## config.mk

```make
export PLATFORM = sky130hd
export DESIGN_NAME = disk_collision_sim_step_flat
export DESIGN_NICKNAME = d
export VERILOG_FILES = /design/src/rtl/dcs_pkg.sv /design/src/rtl/dcs_if.sv /design/src/rtl/dcs_ram.sv /design/src/rtl/dcs_div.sv /design/src/rtl/disk_collision_sim_step.sv /design/src/flat_wrapper.sv
export SDC_FILE = /design/constraint.sdc
export NUM_CORES = 2
export LEC_CHECK = 0
export BUFFER_PORTS_ARGS = -buffer_cell sky130_fd_sc_hd__buf_4
export CAP_MARGIN = 10
export CORE_ASPECT_RATIO = 1.2
export CORE_MARGIN = 5
export CORE_UTILIZATION = 25
export DETAILED_ROUTE_END_ITERATION = 8
export GPL_TIMING_DRIVEN = 0
export PLACE_DENSITY = 0.46
export SLEW_MARGIN = 30
export SYNTH_ARGS = -nofsm -noshare
export SYNTH_HDL_FRONTEND = slang
export SYNTH_SLANG_ARGS = --single-unit
```

## constraint.sdc

```tcl
create_clock -name clk_i -period 16.65 [get_ports clk_i]
set_input_delay 0.8325 -clock clk_i [delete_from_list [all_inputs] [get_ports clk_i]]
set_output_delay 0.8325 -clock clk_i [all_outputs]
set_load 0.01 [all_outputs]
```

## src/rtl/dcs_pkg.sv

```systemverilog
// Shared constants, codes and saturation helpers for the disk collision block.
// Used by the divider, the stepper and the checker; no dependencies.
package dcs_pkg;

  localparam int MaxBallsDef = 16;

  // Register reset values
  localparam logic [10:0] ArenaWidthRst  = 11'd800;
  localparam logic [10:0] ArenaHeightRst = 11'd600;
  localparam logic [7:0]  BallRadiusRst  = 8'd40;

  // Register indexes
  localparam logic [1:0] CFG_ARENA_WIDTH  = 2'd0;
  localparam logic [1:0] CFG_ARENA_HEIGHT = 2'd1;
  localparam logic [1:0] CFG_BALL_RADIUS  = 2'd2;

  // Operations and result kinds
  localparam logic       OP_ADD  = 1'b0;
  localparam logic       OP_TICK = 1'b1;
  localparam logic [1:0] KIND_ADD_OK  = 2'd0;
  localparam logic [1:0] KIND_ADD_REJ = 2'd1;
  localparam logic [1:0] KIND_REPORT  = 2'd2;
  localparam logic [1:0] KIND_EMPTY   = 2'd3;

  // Shared multiplier, divider and RAM entry widths
  localparam int MulAW  = 36;
  localparam int MulBW  = 18;
  localparam int ProdW  = 54;
  localparam int DsqW   = 34;
  localparam int QuoW   = 18;
  localparam int EntryW = 64;

  function automatic logic signed [15:0] sat16(input logic signed [19:0] v);
    logic signed [15:0] r;
    if (v > 20'sd32767) begin
      r = 16'sh7fff;
    end else if (v < -20'sd32768) begin
      r = 16'sh8000;
    end else begin
      r = v[15:0];
    end
    return r;
  endfunction

  function automatic logic signed [15:0] neg_sat16(input logic signed [15:0] v);
    logic signed [15:0] r;
    if (v == 16'sh8000) begin
      r = 16'sh7fff;
    end else begin
      r = -v;
    end
    return r;
  endfunction

endpackage

```

## src/rtl/dcs_if.sv

```systemverilog
// Valid/ready channel interfaces for the input items and result items.
// Depends on nothing; the payload follows the field list of the block.
interface dcs_in_if;
  logic               valid;
  logic               ready;
  logic               operation;
  logic [10:0]        click_x;
  logic [10:0]        click_y;
  logic signed [15:0] new_vel_x;
  logic signed [15:0] new_vel_y;
  logic [15:0]        step_time;

  modport source (output valid, operation, click_x, click_y, new_vel_x, new_vel_y,
                  step_time, input ready);
  modport sink   (input valid, operation, click_x, click_y, new_vel_x, new_vel_y,
                  step_time, output ready);
endinterface

interface dcs_out_if;
  logic               valid;
  logic               ready;
  logic [1:0]         kind;
  logic [5:0]         disk_index;
  logic signed [15:0] disk_x;
  logic signed [15:0] disk_y;
  logic signed [15:0] disk_vel_x;
  logic signed [15:0] disk_vel_y;
  logic               last;

  modport source (output valid, kind, disk_index, disk_x, disk_y, disk_vel_x, disk_vel_y,
                  last, input ready);
  modport sink   (input valid, kind, disk_index, disk_x, disk_y, disk_vel_x, disk_vel_y,
                  last, output ready);
endinterface

```

## src/rtl/dcs_ram.sv

```systemverilog
// Generic single-write, single-read RAM with registered read data.
// No dependencies.
module dcs_ram #(
  parameter int Width = 64,
  parameter int Depth = 16
) (
  input  logic                     clk_i,
  input  logic                     we_i,
  input  logic [$clog2(Depth)-1:0] waddr_i,
  input  logic [Width-1:0]         wdata_i,
  input  logic [$clog2(Depth)-1:0] raddr_i,
  output logic [Width-1:0]         rdata_o
);

  logic [Width-1:0] mem_q [Depth];
  logic [Width-1:0] rdata_q;

  always_ff @(posedge clk_i) begin
    if (we_i) begin
      mem_q[waddr_i] <= wdata_i;
    end
    rdata_q <= mem_q[raddr_i];
  end

  assign rdata_o = rdata_q;

endmodule

```

## src/rtl/dcs_div.sv

```systemverilog
// Restoring divider, one quotient bit per cycle, truncating toward zero.
// Uses dcs_pkg widths; the quotient magnitude is known to fit in QuoW bits.
module dcs_div (
  input  logic                             clk_i,
  input  logic                             rst_ni,
  input  logic                             start_i,
  input  logic signed [dcs_pkg::ProdW-1:0] num_i,
  input  logic [dcs_pkg::DsqW-1:0]         den_i,
  output logic                             done_o,
  output logic signed [dcs_pkg::QuoW:0]    quo_o
);
  import dcs_pkg::*;

  localparam int CntW = $clog2(QuoW);

  logic              busy_q, done_q, neg_q;
  logic [CntW-1:0]   cnt_q;
  logic [DsqW-1:0]   rem_q, den_q;
  logic [QuoW-1:0]   sh_q;
  logic [ProdW-1:0]  mag;
  logic [DsqW:0]     trial;
  logic              ge;

  assign mag   = num_i[ProdW-1] ? ProdW'(-num_i) : ProdW'(num_i);
  assign trial = {rem_q, sh_q[QuoW-1]};
  assign ge    = trial >= {1'b0, den_q};

  always_ff @(posedge clk_i or negedge rst_ni) begin
    if (!rst_ni) begin
      busy_q <= 1'b0;
      done_q <= 1'b0;
      cnt_q  <= '0;
    end else begin
      done_q <= 1'b0;
      if (start_i) begin
        busy_q <= 1'b1;
        cnt_q  <= CntW'(QuoW - 1);
      end else if (busy_q) begin
        cnt_q <= cnt_q - 1'b1;
        if (cnt_q == '0) begin
          busy_q <= 1'b0;
          done_q <= 1'b1;
        end
      end
    end
  end

  // Upper numerator bits already lie below the divisor, so start there
  always_ff @(posedge clk_i) begin
    if (start_i) begin
      rem_q <= mag[DsqW+QuoW-1:QuoW];
      sh_q  <= mag[QuoW-1:0];
      den_q <= den_i;
      neg_q <= num_i[ProdW-1];
    end else if (busy_q) begin
      rem_q <= ge ? DsqW'(trial - {1'b0, den_q}) : trial[DsqW-1:0];
      sh_q  <= {sh_q[QuoW-2:0], ge};
    end
  end

  assign done_o = done_q;
  assign quo_o  = neg_q ? -$signed({1'b0, sh_q}) : $signed({1'b0, sh_q});

endmodule

```

## src/rtl/disk_collision_sim_step.sv

```systemverilog
// Disk collision stepper: an add transaction checks the new disk against every stored
// disk; a tick moves each disk, checks it against every later disk, exchanges velocity
// for each touching pair with distinct centres (two 18-step divisions on the shared
// divider), bounces it off the walls and then reports every disk. All products go
// through one shared 36x18 multiplier and all disk state lives in one single-port-read
// RAM.
// No input is taken until every result of the current transaction has been loaded.
module disk_collision_sim_step #(
  parameter int MaxBalls = dcs_pkg::MaxBallsDef
) (
  input  logic        clk_i,
  input  logic        rst_ni,
  input  logic        cfg_we_i,
  input  logic [1:0]  cfg_idx_i,
  input  logic [10:0] cfg_wdata_i,
  dcs_in_if.sink      in_i,
  dcs_out_if.source   out_o
);
  import dcs_pkg::*;

  localparam int IdxW = $clog2(MaxBalls);
  localparam int CntW = $clog2(MaxBalls + 1);

  localparam logic [4:0] S_IDLE   = 5'd0;
  localparam logic [4:0] S_LIM    = 5'd1;
  localparam logic [4:0] S_LIMW   = 5'd2;
  localparam logic [4:0] S_A_RD   = 5'd3;
  localparam logic [4:0] S_A_LAT  = 5'd4;
  localparam logic [4:0] S_SQX    = 5'd5;
  localparam logic [4:0] S_SQY    = 5'd6;
  localparam logic [4:0] S_SQS    = 5'd7;
  localparam logic [4:0] S_CMP    = 5'd8;
  localparam logic [4:0] S_A_RES  = 5'd9;
  localparam logic [4:0] S_EMPTY  = 5'd10;
  localparam logic [4:0] S_TI_RD  = 5'd11;
  localparam logic [4:0] S_TI_LAT = 5'd12;
  localparam logic [4:0] S_MX     = 5'd13;
  localparam logic [4:0] S_MY     = 5'd14;
  localparam logic [4:0] S_MW     = 5'd15;
  localparam logic [4:0] S_J_RD   = 5'd16;
  localparam logic [4:0] S_J_LAT  = 5'd17;
  localparam logic [4:0] S_DTX    = 5'd18;
  localparam logic [4:0] S_DTY    = 5'd19;
  localparam logic [4:0] S_DTS    = 5'd20;
  localparam logic [4:0] S_KXM    = 5'd21;
  localparam logic [4:0] S_KXD    = 5'd22;
  localparam logic [4:0] S_KXW    = 5'd23;
  localparam logic [4:0] S_KYM    = 5'd24;
  localparam logic [4:0] S_KYD    = 5'd25;
  localparam logic [4:0] S_KYW    = 5'd26;
  localparam logic [4:0] S_UPD    = 5'd27;
  localparam logic [4:0] S_WALL   = 5'd28;
  localparam logic [4:0] S_E_RD   = 5'd29;
  localparam logic [4:0] S_E_LAT  = 5'd30;

  // Control
  logic [4:0]      state_q;
  logic            op_q, blocked_q, ovalid_q;
  logic [CntW-1:0] cnt_q, i_q, j_q, i_nx, j_nx;
  logic [10:0]     aw_q, ah_q;
  logic [7:0]      rad_q;

  // Datapath
  logic [15:0]        dt_q;
  logic [25:0]        lim_q;
  logic signed [15:0] px_q, py_q, vxi_q, vyi_q, xi_q, yi_q;
  logic signed [15:0] xj_q, yj_q, vxj_q, vyj_q;
  logic signed [16:0] dx_q, dy_q, dvx_q, dvy_q;
  logic signed [ProdW-1:0] prod_q;
  logic [DsqW-1:0]    acc_q, dsq_q;
  logic signed [33:0] dacc_q;
  logic signed [34:0] dot_q;
  logic signed [QuoW:0] kx_q, ky_q;

  // Output register
  logic [1:0]         okind_q;
  logic [5:0]         oidx_q;
  logic signed [15:0] ox_q, oy_q, ovx_q, ovy_q;
  logic               olast_q;

  logic signed [MulAW-1:0] mul_a;
  logic signed [MulBW-1:0] mul_b;

  logic               ram_we;
  logic [IdxW-1:0]    ram_waddr, ram_raddr;
  logic [EntryW-1:0]  ram_wdata, ram_rdata;
  logic signed [15:0] rd_x, rd_y, rd_vx, rd_vy;

  logic               div_start, div_done;
  logic signed [QuoW:0] div_quo;

  logic               out_free, out_load, touch;
  logic [1:0]         okind_d;
  logic [5:0]         oidx_d;
  logic signed [15:0] ox_d, oy_d, ovx_d, ovy_d;
  logic               olast_d;

  logic signed [15:0] mv_base, mv_pos;
  logic signed [33:0] mv_t;
  logic signed [15:0] vxi_upd, vyi_upd, vxj_upd, vyj_upd;
  logic signed [18:0] r16s, px19, py19, wx19, hy19;
  logic signed [15:0] wvx1, wvx2, wvy1, wvy2;

  assign rd_x  = ram_rdata[63:48];
  assign rd_y  = ram_rdata[47:32];
  assign rd_vx = ram_rdata[31:16];
  assign rd_vy = ram_rdata[15:0];

  assign i_nx     = i_q + 1'b1;
  assign j_nx     = j_q + 1'b1;
  assign out_free = !ovalid_q || out_o.ready;
  assign touch    = dsq_q <= DsqW'(lim_q);

  dcs_ram #(.Width(EntryW), .Depth(MaxBalls)) u_store (
    .clk_i   (clk_i),
    .we_i    (ram_we),
    .waddr_i (ram_waddr),
    .wdata_i (ram_wdata),
    .raddr_i (ram_raddr),
    .rdata_o (ram_rdata)
  );

  assign div_start = (state_q == S_KXD) || (state_q == S_KYD);

  dcs_div u_div (
    .clk_i   (clk_i),
    .rst_ni  (rst_ni),
    .start_i (div_start),
    .num_i   (prod_q),
    .den_i   (dsq_q),
    .done_o  (div_done),
    .quo_o   (div_quo)
  );

  // Shared multiplier operand select
  always_comb begin
    mul_a = '0;
    mul_b = '0;
    case (state_q)
      S_LIM: begin
        mul_a = MulAW'({rad_q, 5'b0});
        mul_b = MulBW'({rad_q, 5'b0});
      end
      S_MX: begin
        mul_a = MulAW'(vxi_q);
        mul_b = MulBW'({1'b0, dt_q});
      end
      S_MY: begin
        mul_a = MulAW'(vyi_q);
        mul_b = MulBW'({1'b0, dt_q});
      end
      S_SQX: begin
        mul_a = MulAW'(dx_q);
        mul_b = MulBW'(dx_q);
      end
      S_SQY: begin
        mul_a = MulAW'(dy_q);
        mul_b = MulBW'(dy_q);
      end
      S_DTX: begin
        mul_a = MulAW'(dvx_q);
        mul_b = MulBW'(dx_q);
      end
      S_DTY: begin
        mul_a = MulAW'(dvy_q);
        mul_b = MulBW'(dy_q);
      end
      S_KXM: begin
        mul_a = MulAW'(dot_q);
        mul_b = MulBW'(dx_q);
      end
      S_KYM: begin
        mul_a = MulAW'(dot_q);
        mul_b = MulBW'(dy_q);
      end
      default: begin
        mul_a = '0;
        mul_b = '0;
      end
    endcase
  end

  // Move: round product to nearest, ties up, then saturate the new position
  assign mv_base = (state_q == S_MY) ? xi_q : yi_q;
  assign mv_t    = $signed(prod_q[33:0]) + 34'sd32768;
  assign mv_pos  = sat16(20'(mv_base) + 20'($signed(mv_t[33:16])));

  assign vxi_upd = sat16(20'(vxi_q) - 20'(kx_q));
  assign vyi_upd = sat16(20'(vyi_q) - 20'(ky_q));
  assign vxj_upd = sat16(20'(vxj_q) + 20'(kx_q));
  assign vyj_upd = sat16(20'(vyj_q) + 20'(ky_q));

  // Walls: right/bottom first, then left/top on the possibly flipped velocity
  assign r16s = $signed({7'b0, rad_q, 4'b0});
  assign px19 = 19'(px_q);
  assign py19 = 19'(py_q);
  assign wx19 = $signed({4'b0, aw_q, 4'b0});
  assign hy19 = $signed({4'b0, ah_q, 4'b0});
  assign wvx1 = ((px19 + r16s >= wx19) && (vxi_q > 16'sd0)) ? neg_sat16(vxi_q) : vxi_q;
  assign wvx2 = ((px19 < r16s) && (wvx1 < 16'sd0)) ? neg_sat16(wvx1) : wvx1;
  assign wvy1 = ((py19 + r16s >= hy19) && (vyi_q > 16'sd0)) ? neg_sat16(vyi_q) : vyi_q;
  assign wvy2 = ((py19 < r16s) && (wvy1 < 16'sd0)) ? neg_sat16(wvy1) : wvy1;

  // RAM port control
  always_comb begin
    ram_we    = 1'b0;
    ram_waddr = i_q[IdxW-1:0];
    ram_wdata = {px_q, py_q, vxi_q, vyi_q};
    ram_raddr = i_q[IdxW-1:0];
    case (state_q)
      S_A_RES: begin
        ram_we    = out_free && !blocked_q;
        ram_waddr = cnt_q[IdxW-1:0];
      end
      S_J_RD: begin
        ram_raddr = j_q[IdxW-1:0];
      end
      S_UPD: begin
        ram_we    = 1'b1;
        ram_waddr = j_q[IdxW-1:0];
        ram_wdata = {xj_q, yj_q, vxj_upd, vyj_upd};
      end
      S_WALL: begin
        ram_we    = 1'b1;
        ram_wdata = {px_q, py_q, wvx2, wvy2};
      end
      default: begin
        ram_we = 1'b0;
      end
    endcase
  end

  // Result selection
  always_comb begin
    out_load = 1'b0;
    okind_d  = KIND_REPORT;
    oidx_d   = 6'(i_q);
    ox_d     = rd_x;
    oy_d     = rd_y;
    ovx_d    = rd_vx;
    ovy_d    = rd_vy;
    olast_d  = 1'b1;
    case (state_q)
      S_A_RES: begin
        out_load = out_free;
        if (blocked_q) begin
          okind_d = KIND_ADD_REJ;
          oidx_d  = '0;
          ox_d    = '0;
          oy_d    = '0;
          ovx_d   = '0;
          ovy_d   = '0;
        end else begin
          okind_d = KIND_ADD_OK;
          oidx_d  = 6'(cnt_q);
          ox_d    = px_q;
          oy_d    = py_q;
          ovx_d   = vxi_q;
          ovy_d   = vyi_q;
        end
      end
      S_EMPTY: begin
        out_load = out_free;
        okind_d  = KIND_EMPTY;
        oidx_d   = '0;
        ox_d     = '0;
        oy_d     = '0;
        ovx_d    = '0;
        ovy_d    = '0;
      end
      S_E_LAT: begin
        out_load = out_free;
        olast_d  = (i_nx == cnt_q);
      end
      default: begin
        out_load = 1'b0;
      end
    endcase
  end

  // Sequencer and control state
  always_ff @(posedge clk_i or negedge rst_ni) begin
    if (!rst_ni) begin
      state_q   <= S_IDLE;
      op_q      <= OP_ADD;
      blocked_q <= 1'b0;
      ovalid_q  <= 1'b0;
      cnt_q     <= '0;
      i_q       <= '0;
      j_q       <= '0;
      aw_q      <= ArenaWidthRst;
      ah_q      <= ArenaHeightRst;
      rad_q     <= BallRadiusRst;
    end else begin
      if (cfg_we_i) begin
        case (cfg_idx_i)
          CFG_ARENA_WIDTH:  aw_q  <= cfg_wdata_i;
          CFG_ARENA_HEIGHT: ah_q  <= cfg_wdata_i;
          CFG_BALL_RADIUS:  rad_q <= cfg_wdata_i[7:0];
          default: ;
        endcase
      end

      if (out_load) begin
        ovalid_q <= 1'b1;
      end else if (out_o.ready) begin
        ovalid_q <= 1'b0;
      end

      case (state_q)
        S_IDLE: begin
          if (in_i.valid) begin
            op_q    <= in_i.operation;
            state_q <= S_LIM;
          end
        end
        S_LIM: state_q <= S_LIMW;
        S_LIMW: begin
          i_q <= '0;
          if (op_q == OP_ADD) begin
            blocked_q <= (cnt_q == CntW'(MaxBalls));
            state_q   <= S_A_RD;
          end else if (cnt_q == '0) begin
            state_q <= S_EMPTY;
          end else begin
            state_q <= S_TI_RD;
          end
        end
        S_A_RD:  state_q <= (i_q == cnt_q) ? S_A_RES : S_A_LAT;
        S_A_LAT: state_q <= S_SQX;
        S_SQX:   state_q <= S_SQY;
        S_SQY:   state_q <= S_SQS;
        S_SQS:   state_q <= S_CMP;
        S_CMP: begin
          if (op_q == OP_ADD) begin
            if (touch) begin
              blocked_q <= 1'b1;
            end
            i_q     <= i_nx;
            state_q <= S_A_RD;
          end else if (touch && (dsq_q != '0)) begin
            state_q <= S_DTX;
          end else begin
            j_q     <= j_nx;
            state_q <= (j_nx < cnt_q) ? S_J_RD : S_WALL;
          end
        end
        S_A_RES: begin
          if (out_free) begin
            if (!blocked_q) begin
              cnt_q <= cnt_q + 1'b1;
            end
            state_q <= S_IDLE;
          end
        end
        S_EMPTY: begin
          if (out_free) begin
            state_q <= S_IDLE;
          end
        end
        S_TI_RD:  state_q <= S_TI_LAT;
        S_TI_LAT: state_q <= S_MX;
        S_MX:     state_q <= S_MY;
        S_MY:     state_q <= S_MW;
        S_MW: begin
          j_q     <= i_nx;
          state_q <= (i_nx < cnt_q) ? S_J_RD : S_WALL;
        end
        S_J_RD:  state_q <= S_J_LAT;
        S_J_LAT: state_q <= S_SQX;
        S_DTX:   state_q <= S_DTY;
        S_DTY:   state_q <= S_DTS;
        S_DTS:   state_q <= S_KXM;
        S_KXM:   state_q <= S_KXD;
        S_KXD:   state_q <= S_KXW;
        S_KXW: begin
          if (div_done) begin
            state_q <= S_KYM;
          end
        end
        S_KYM: state_q <= S_KYD;
        S_KYD: state_q <= S_KYW;
        S_KYW: begin
          if (div_done) begin
            state_q <= S_UPD;
          end
        end
        S_UPD: begin
          j_q     <= j_nx;
          state_q <= (j_nx < cnt_q) ? S_J_RD : S_WALL;
        end
        S_WALL: begin
          if (i_nx < cnt_q) begin
            i_q     <= i_nx;
            state_q <= S_TI_RD;
          end else begin
            i_q     <= '0;
            state_q <= S_E_RD;
          end
        end
        S_E_RD: state_q <= S_E_LAT;
        S_E_LAT: begin
          if (out_free) begin
            i_q     <= i_nx;
            state_q <= (i_nx == cnt_q) ? S_IDLE : S_E_RD;
          end
        end
        default: state_q <= S_IDLE;
      endcase
    end
  end

  // Datapath registers
  always_ff @(posedge clk_i) begin
    prod_q <= mul_a * mul_b;
    case (state_q)
      S_IDLE: begin
        dt_q  <= in_i.step_time;
        px_q  <= $signed({1'b0, in_i.click_x, 4'b0});
        py_q  <= $signed({1'b0, in_i.click_y, 4'b0});
        vxi_q <= in_i.new_vel_x;
        vyi_q <= in_i.new_vel_y;
      end
      S_LIMW: lim_q <= prod_q[25:0];
      S_A_LAT, S_J_LAT: begin
        dx_q  <= 17'(px_q) - 17'(rd_x);
        dy_q  <= 17'(py_q) - 17'(rd_y);
        dvx_q <= 17'(vxi_q) - 17'(rd_vx);
        dvy_q <= 17'(vyi_q) - 17'(rd_vy);
        xj_q  <= rd_x;
        yj_q  <= rd_y;
        vxj_q <= rd_vx;
        vyj_q <= rd_vy;
      end
      S_SQY: acc_q <= prod_q[DsqW-1:0];
      S_SQS: dsq_q <= acc_q + prod_q[DsqW-1:0];
      S_TI_LAT: begin
        xi_q  <= rd_x;
        yi_q  <= rd_y;
        vxi_q <= rd_vx;
        vyi_q <= rd_vy;
      end
      S_MY: px_q <= mv_pos;
      S_MW: py_q <= mv_pos;
      S_DTY: dacc_q <= $signed(prod_q[33:0]);
      S_DTS: dot_q  <= 35'(dacc_q) + 35'($signed(prod_q[33:0]));
      S_KXW: begin
        if (div_done) begin
          kx_q <= div_quo;
        end
      end
      S_KYW: begin
        if (div_done) begin
          ky_q <= div_quo;
        end
      end
      S_UPD: begin
        vxi_q <= vxi_upd;
        vyi_q <= vyi_upd;
      end
      default: ;
    endcase

    if (out_load) begin
      okind_q <= okind_d;
      oidx_q  <= oidx_d;
      ox_q    <= ox_d;
      oy_q    <= oy_d;
      ovx_q   <= ovx_d;
      ovy_q   <= ovy_d;
      olast_q <= olast_d;
    end
  end

  assign in_i.ready       = (state_q == S_IDLE);
  assign out_o.valid      = ovalid_q;
  assign out_o.kind       = okind_q;
  assign out_o.disk_index = oidx_q;
  assign out_o.disk_x     = ox_q;
  assign out_o.disk_y     = oy_q;
  assign out_o.disk_vel_x = ovx_q;
  assign out_o.disk_vel_y = ovy_q;
  assign out_o.last       = olast_q;

endmodule

```

## src/flat_wrapper.sv

```systemverilog
// flat-port wrapper written by rule: the top's interface ports become plain ports
module disk_collision_sim_step_flat import dcs_pkg::*;
#(
  parameter int MaxBalls = dcs_pkg::MaxBallsDef
)
  (clk_i, rst_ni, cfg_we_i, cfg_idx_i, cfg_wdata_i, in_i_valid, in_i_operation, in_i_click_x, in_i_click_y, in_i_new_vel_x, in_i_new_vel_y, in_i_step_time, in_i_ready, out_o_valid, out_o_kind, out_o_disk_index, out_o_disk_x, out_o_disk_y, out_o_disk_vel_x, out_o_disk_vel_y, out_o_last, out_o_ready);
  dcs_in_if in_i_i ();
  dcs_out_if out_o_i ();
  input  logic clk_i;
  input  logic rst_ni;
  input  logic cfg_we_i;
  input  logic [1:0] cfg_idx_i;
  input  logic [10:0] cfg_wdata_i;
  input wire logic [$bits(in_i_i.valid)-1:0] in_i_valid;
  input wire logic [$bits(in_i_i.operation)-1:0] in_i_operation;
  input wire logic [$bits(in_i_i.click_x)-1:0] in_i_click_x;
  input wire logic [$bits(in_i_i.click_y)-1:0] in_i_click_y;
  input wire logic [$bits(in_i_i.new_vel_x)-1:0] in_i_new_vel_x;
  input wire logic [$bits(in_i_i.new_vel_y)-1:0] in_i_new_vel_y;
  input wire logic [$bits(in_i_i.step_time)-1:0] in_i_step_time;
  output wire logic [$bits(in_i_i.ready)-1:0] in_i_ready;
  output wire logic [$bits(out_o_i.valid)-1:0] out_o_valid;
  output wire logic [$bits(out_o_i.kind)-1:0] out_o_kind;
  output wire logic [$bits(out_o_i.disk_index)-1:0] out_o_disk_index;
  output wire logic [$bits(out_o_i.disk_x)-1:0] out_o_disk_x;
  output wire logic [$bits(out_o_i.disk_y)-1:0] out_o_disk_y;
  output wire logic [$bits(out_o_i.disk_vel_x)-1:0] out_o_disk_vel_x;
  output wire logic [$bits(out_o_i.disk_vel_y)-1:0] out_o_disk_vel_y;
  output wire logic [$bits(out_o_i.last)-1:0] out_o_last;
  input wire logic [$bits(out_o_i.ready)-1:0] out_o_ready;
  assign in_i_i.valid = in_i_valid;
  assign in_i_i.operation = in_i_operation;
  assign in_i_i.click_x = in_i_click_x;
  assign in_i_i.click_y = in_i_click_y;
  assign in_i_i.new_vel_x = in_i_new_vel_x;
  assign in_i_i.new_vel_y = in_i_new_vel_y;
  assign in_i_i.step_time = in_i_step_time;
  assign in_i_ready = in_i_i.ready;
  assign out_o_valid = out_o_i.valid;
  assign out_o_kind = out_o_i.kind;
  assign out_o_disk_index = out_o_i.disk_index;
  assign out_o_disk_x = out_o_i.disk_x;
  assign out_o_disk_y = out_o_i.disk_y;
  assign out_o_disk_vel_x = out_o_i.disk_vel_x;
  assign out_o_disk_vel_y = out_o_i.disk_vel_y;
  assign out_o_last = out_o_i.last;
  assign out_o_i.ready = out_o_ready;
  disk_collision_sim_step #(.MaxBalls(MaxBalls)) u_core (.clk_i(clk_i), .rst_ni(rst_ni), .cfg_we_i(cfg_we_i), .cfg_idx_i(cfg_idx_i), .cfg_wdata_i(cfg_wdata_i), .in_i(in_i_i), .out_o(out_o_i));
endmodule
```

==> flow_metrics.env <==
export IMPL_cts_tree="done"
export IMPL_yosysTopAreaCell="edfxtp_1"
export IMPL_core_area_sq_um=430000
export IMPL_synth_top_cell_area_share_pct=45.4
export IMPL_drtPass1Iterations=8
export IMPL_syn_area_per_cell_sq_um=12.0
export IMPL_fin_crit_sh_pct=76.9
export IMPL_synthFlopType="edfxtp_1"
export IMPL_drt_initial_drc_count=5545
export IMPL_yosysWarnings=0
export IMPL_async_flop_share_pct=3.32
export IMPL_post_cts_repair_setup_buffers=0
export IMPL_worst_path_max_delay_cell="clkbuf_1"
export IMPL_worstMarginPinSlew_ns=1.12
export IMPL_crit_path_end="u_core.prod_q[50]"
export IMPL_gp_congestion=0.932
export IMPL_clock_path_buffers=4
export IMPL_ff2ff_setup_slack_ns=3.84
export IMPL_synth_commonest_cells="1628 x edfxtp_1, 1078 x inv_1, 911 x nand2_1, 637 x nor2_1, 620 x fa_1"
export IMPL_cellPowerDensity_nw_per_um2=76.5
export IMPL_dieArea_sq_um=444000
export IMPL_arrival_ns=13.50
export IMPL_htreeDepth=4
export IMPL_cpMostUsedCell="fa_1"
export IMPL_layout_setup_ws_ns=3.84
export IMPL_ff2ff_path_depth=32
export IMPL_wire_per_inst_um=26.2
export IMPL_r2r_start="u_core.state_q[4]"
export IMPL_rsz0062_at_grt="false"
export IMPL_cp_end_kind="flop"
export IMPL_drv_cap=0
export IMPL_start_util_pct=25.0
export IMPL_num_vias=74303
export IMPL_start_kind="flop"
export IMPL_track_usage_pct=17.6
export IMPL_first_global_vias=77716
export IMPL_syn_area_sq_um=108000
export IMPL_fmax_ghz=0.0781
export IMPL_path_class="flop to flop"
export IMPL_grt_overflow=0
export IMPL_drive_gt1_share_pct=11.4
export IMPL_io_buffers=162
export IMPL_hold_ws_ns=0.120
export IMPL_die_h_um=729
export IMPL_hold_viol=0
export IMPL_routed_wl_mm=403
export IMPL_viasPerCell=4.83
export IMPL_setup_viol=0
export IMPL_cp_num_buf_inv=8
export IMPL_fin_crit_ns=12.81
export IMPL_grt_pass1_wl_mm=567
export IMPL_area_delta_synth_final_pct=17.2
export IMPL_remaining_drc_errors=0
export IMPL_numCtsBuffers=198
export IMPL_crit_fanout=10
export IMPL_die_x_um=609
export IMPL_drv_slew=0
export IMPL_outcome="finished, final reports clean"
export IMPL_reg2reg_to="u_core.prod_q[50]"
export IMPL_ys_ff_latch=1805
export IMPL_required_ns=17.34
export IMPL_leakagePower_nw=48.7
export IMPL_pre_cts_slack_ns=3.99
export IMPL_fin_tns_setup_ns=0
export IMPL_slew_headroom_pct=25.6
export IMPL_synth_edf_count=1628
export IMPL_synth_nets=10173
export IMPL_nNetsFinal=10701
export IMPL_antenna_found_initial=25
export IMPL_root_buffer="clkbuf_16"
export IMPL_crit_family="compound AO/OA/AOI/OAI gates"
export IMPL_clk_latency_ns=0.89
export IMPL_dp_hpwl_mm=322
export IMPL_ys_seq_area_share_pct=49.0
export IMPL_hp_start="in_i_step_time[14]"
export IMPL_slowest_delay_ns=0.77
export IMPL_num_fill_cells=43675
export IMPL_ys_top_cells_by_area="edfxtp_1 45%, fa_1 12%, ha_1 5.7%, mux4_2 5.4%, inv_1 3.8%"
export IMPL_cp_depth=32
export IMPL_power_mw=9.64
export IMPL_io_pins=164
export IMPL_yosysMostFrequentCell="edfxtp_1"
export IMPL_clk_pin_slew_worst_paths_ns=0.09
export IMPL_rows=264
export IMPL_crit_path_start="u_core.state_q[4]"
export IMPL_ys_types=88
export IMPL_hold_path_class="primary input to flop"
export IMPL_peakVddDrop_mv=0.0818
export IMPL_utilization_pct=29.3
export IMPL_clock_sinks=1805
export IMPL_worst_clock_skew_ns=0.0836
export IMPL_drtAntennaViolNets=0
export IMPL_grt_max_degree=61
export IMPL_synth_cells=8974
[metrics by stage]
stage	std cells	instance area, sq um
2_1_floorplan	8974	108000
3_3_place_gp	14855	116000
3_5_place_dp	15020	119000
4_1_cts	15373	126000
5_1_grt	15382	126000
6_report	15387	126000
[repair_timing]
item / in CTS / in global routing
resized for setup: 0 / 0
hold buffers: 1 / 0
hold endpoints to repair: 21 / 0
[how the worst min path moves through the flow]
| stage | end | slack (ns) | cells past startpoint |
|---|---|---|---|
| 6_report | u_core.dt_q[14] | 0.12 | 1 |
| 5_1_grt | u_core.dt_q[14] | 0.06 | 1 |
| 4_1_cts | u_core.dt_q[14] | 0.04 | 1 |
| 3_5_place_dp | u_core.u_div.den_q[26] | 0.44 | 0 |
| 3_3_place_gp | u_core.u_div.den_q[27] | 0.45 | 0 |
| 2_1_floorplan | u_core.u_div.den_q[27] | 0.43 | 0 |
[registers in the layout, summed over array words and instances (netlist names), 17 cells and up]
signal	cells
u_core.u_store.rdata_o	64
u_core.acc_q	34
u_core.dvx_q	17
u_core.dx_q	17
u_core.dacc_q	34
u_core.u_div.den_q	34
u_core.dy_q	17
u_core.u_store.mem_q	1024
u_core.lim_q	26
u_core.ky_q	19
u_core.u_div.rem_q	34
u_core.kx_q	19
u_core.dot_q	35
u_core.prod_q	53
u_core.dvy_q	17
u_core.dsq_q	34
u_core.u_div.sh_q	18
[area by class of cell]
| class | instances | area, sq um | share of cell area [%] |
|---|---|---|---|
| antenna | 14 | 35.0 | 0.0278 |
| buffer | 385 | 1530 | 1.22 |
| clock buffer | 254 | 5350 | 4.24 |
| clock inverter | 98 | 1180 | 0.935 |
| inverter | 1079 | 4050 | 3.21 |
| multi-input combinational | 5705 | 49900 | 39.6 |
| sequential | 1805 | 52700 | 41.8 |
| tap | 5719 | 7160 | 5.67 |
| timing repair buffer | 328 | 4160 | 3.30 |
[metal layers]
metal / GRT usage [%] / wire length, um / vias to the layer above / share of wire (%)
met5: 0 / 41 / - / 0.010
met4: 10.3 / 28300 / 6 / 7.0
met3: 2.04 / 17300 / 793 / 4.3
met2: 32.2 / 206000 / 2291 / 51
met1: 19.7 / 151000 / 38294 / 37
li1: - / - / 32919 / -
[cell families after synthesis]
group	synth area share (%)
xor+xnor	3.21
simple gates	9.54
flops	49.0
other cells	0.00349
compound gates	9.96
buf+inv	5.12
mux	5.90
fa+ha+maj	17.2
[report_power, final]
part,switching [mW],internal [mW],total [mW]
logic,0.110,0.0799,0.190
registers,0.0179,4.88,4.90
clock network,1.90,2.65,4.55
total,2.03,7.62,9.64
[cell usage in the layout, fill, tap and decap left out, types with 55 or more instances in the layout]
master	Yosys	layout
a211oi_1	102	99
a21o_1	146	146
a21oi_1	334	323
a22o_1	99	99
a22oi_1	68	68
a31oi_1	100	100
and2_1	95	95
buf_16	0	80
buf_4	1	197
clkbuf_1	324	335
clkbuf_16	0	201
dfxtp_1	117	116
edfxtp_1	1628	1628
fa_1	620	620
ha_1	490	490
inv_1	1078	1077
mux4_2	256	256
nand2_1	911	909
nand2b_1	70	70
nand3_1	96	96
nor2_1	637	617
nor2b_1	66	65
nor3_1	123	117
o21ai_0	344	329
or3_1	55	55
xnor2_1	295	293
xor2_1	99	99
[worst reg2reg max path: cells and delay by family (launching register included)]
family                   cells  cell delay, ns
AO/OA/AOI/OAI               12            4.82
AND/OR/NAND/NOR              4            1.07
flip-flops                   1            0.32
XOR/XNOR                     1            0.69
adder cells (fa/ha/maj)      7            3.53
buffers and inverters        8            2.20
(Power assumes the default switching activity.)
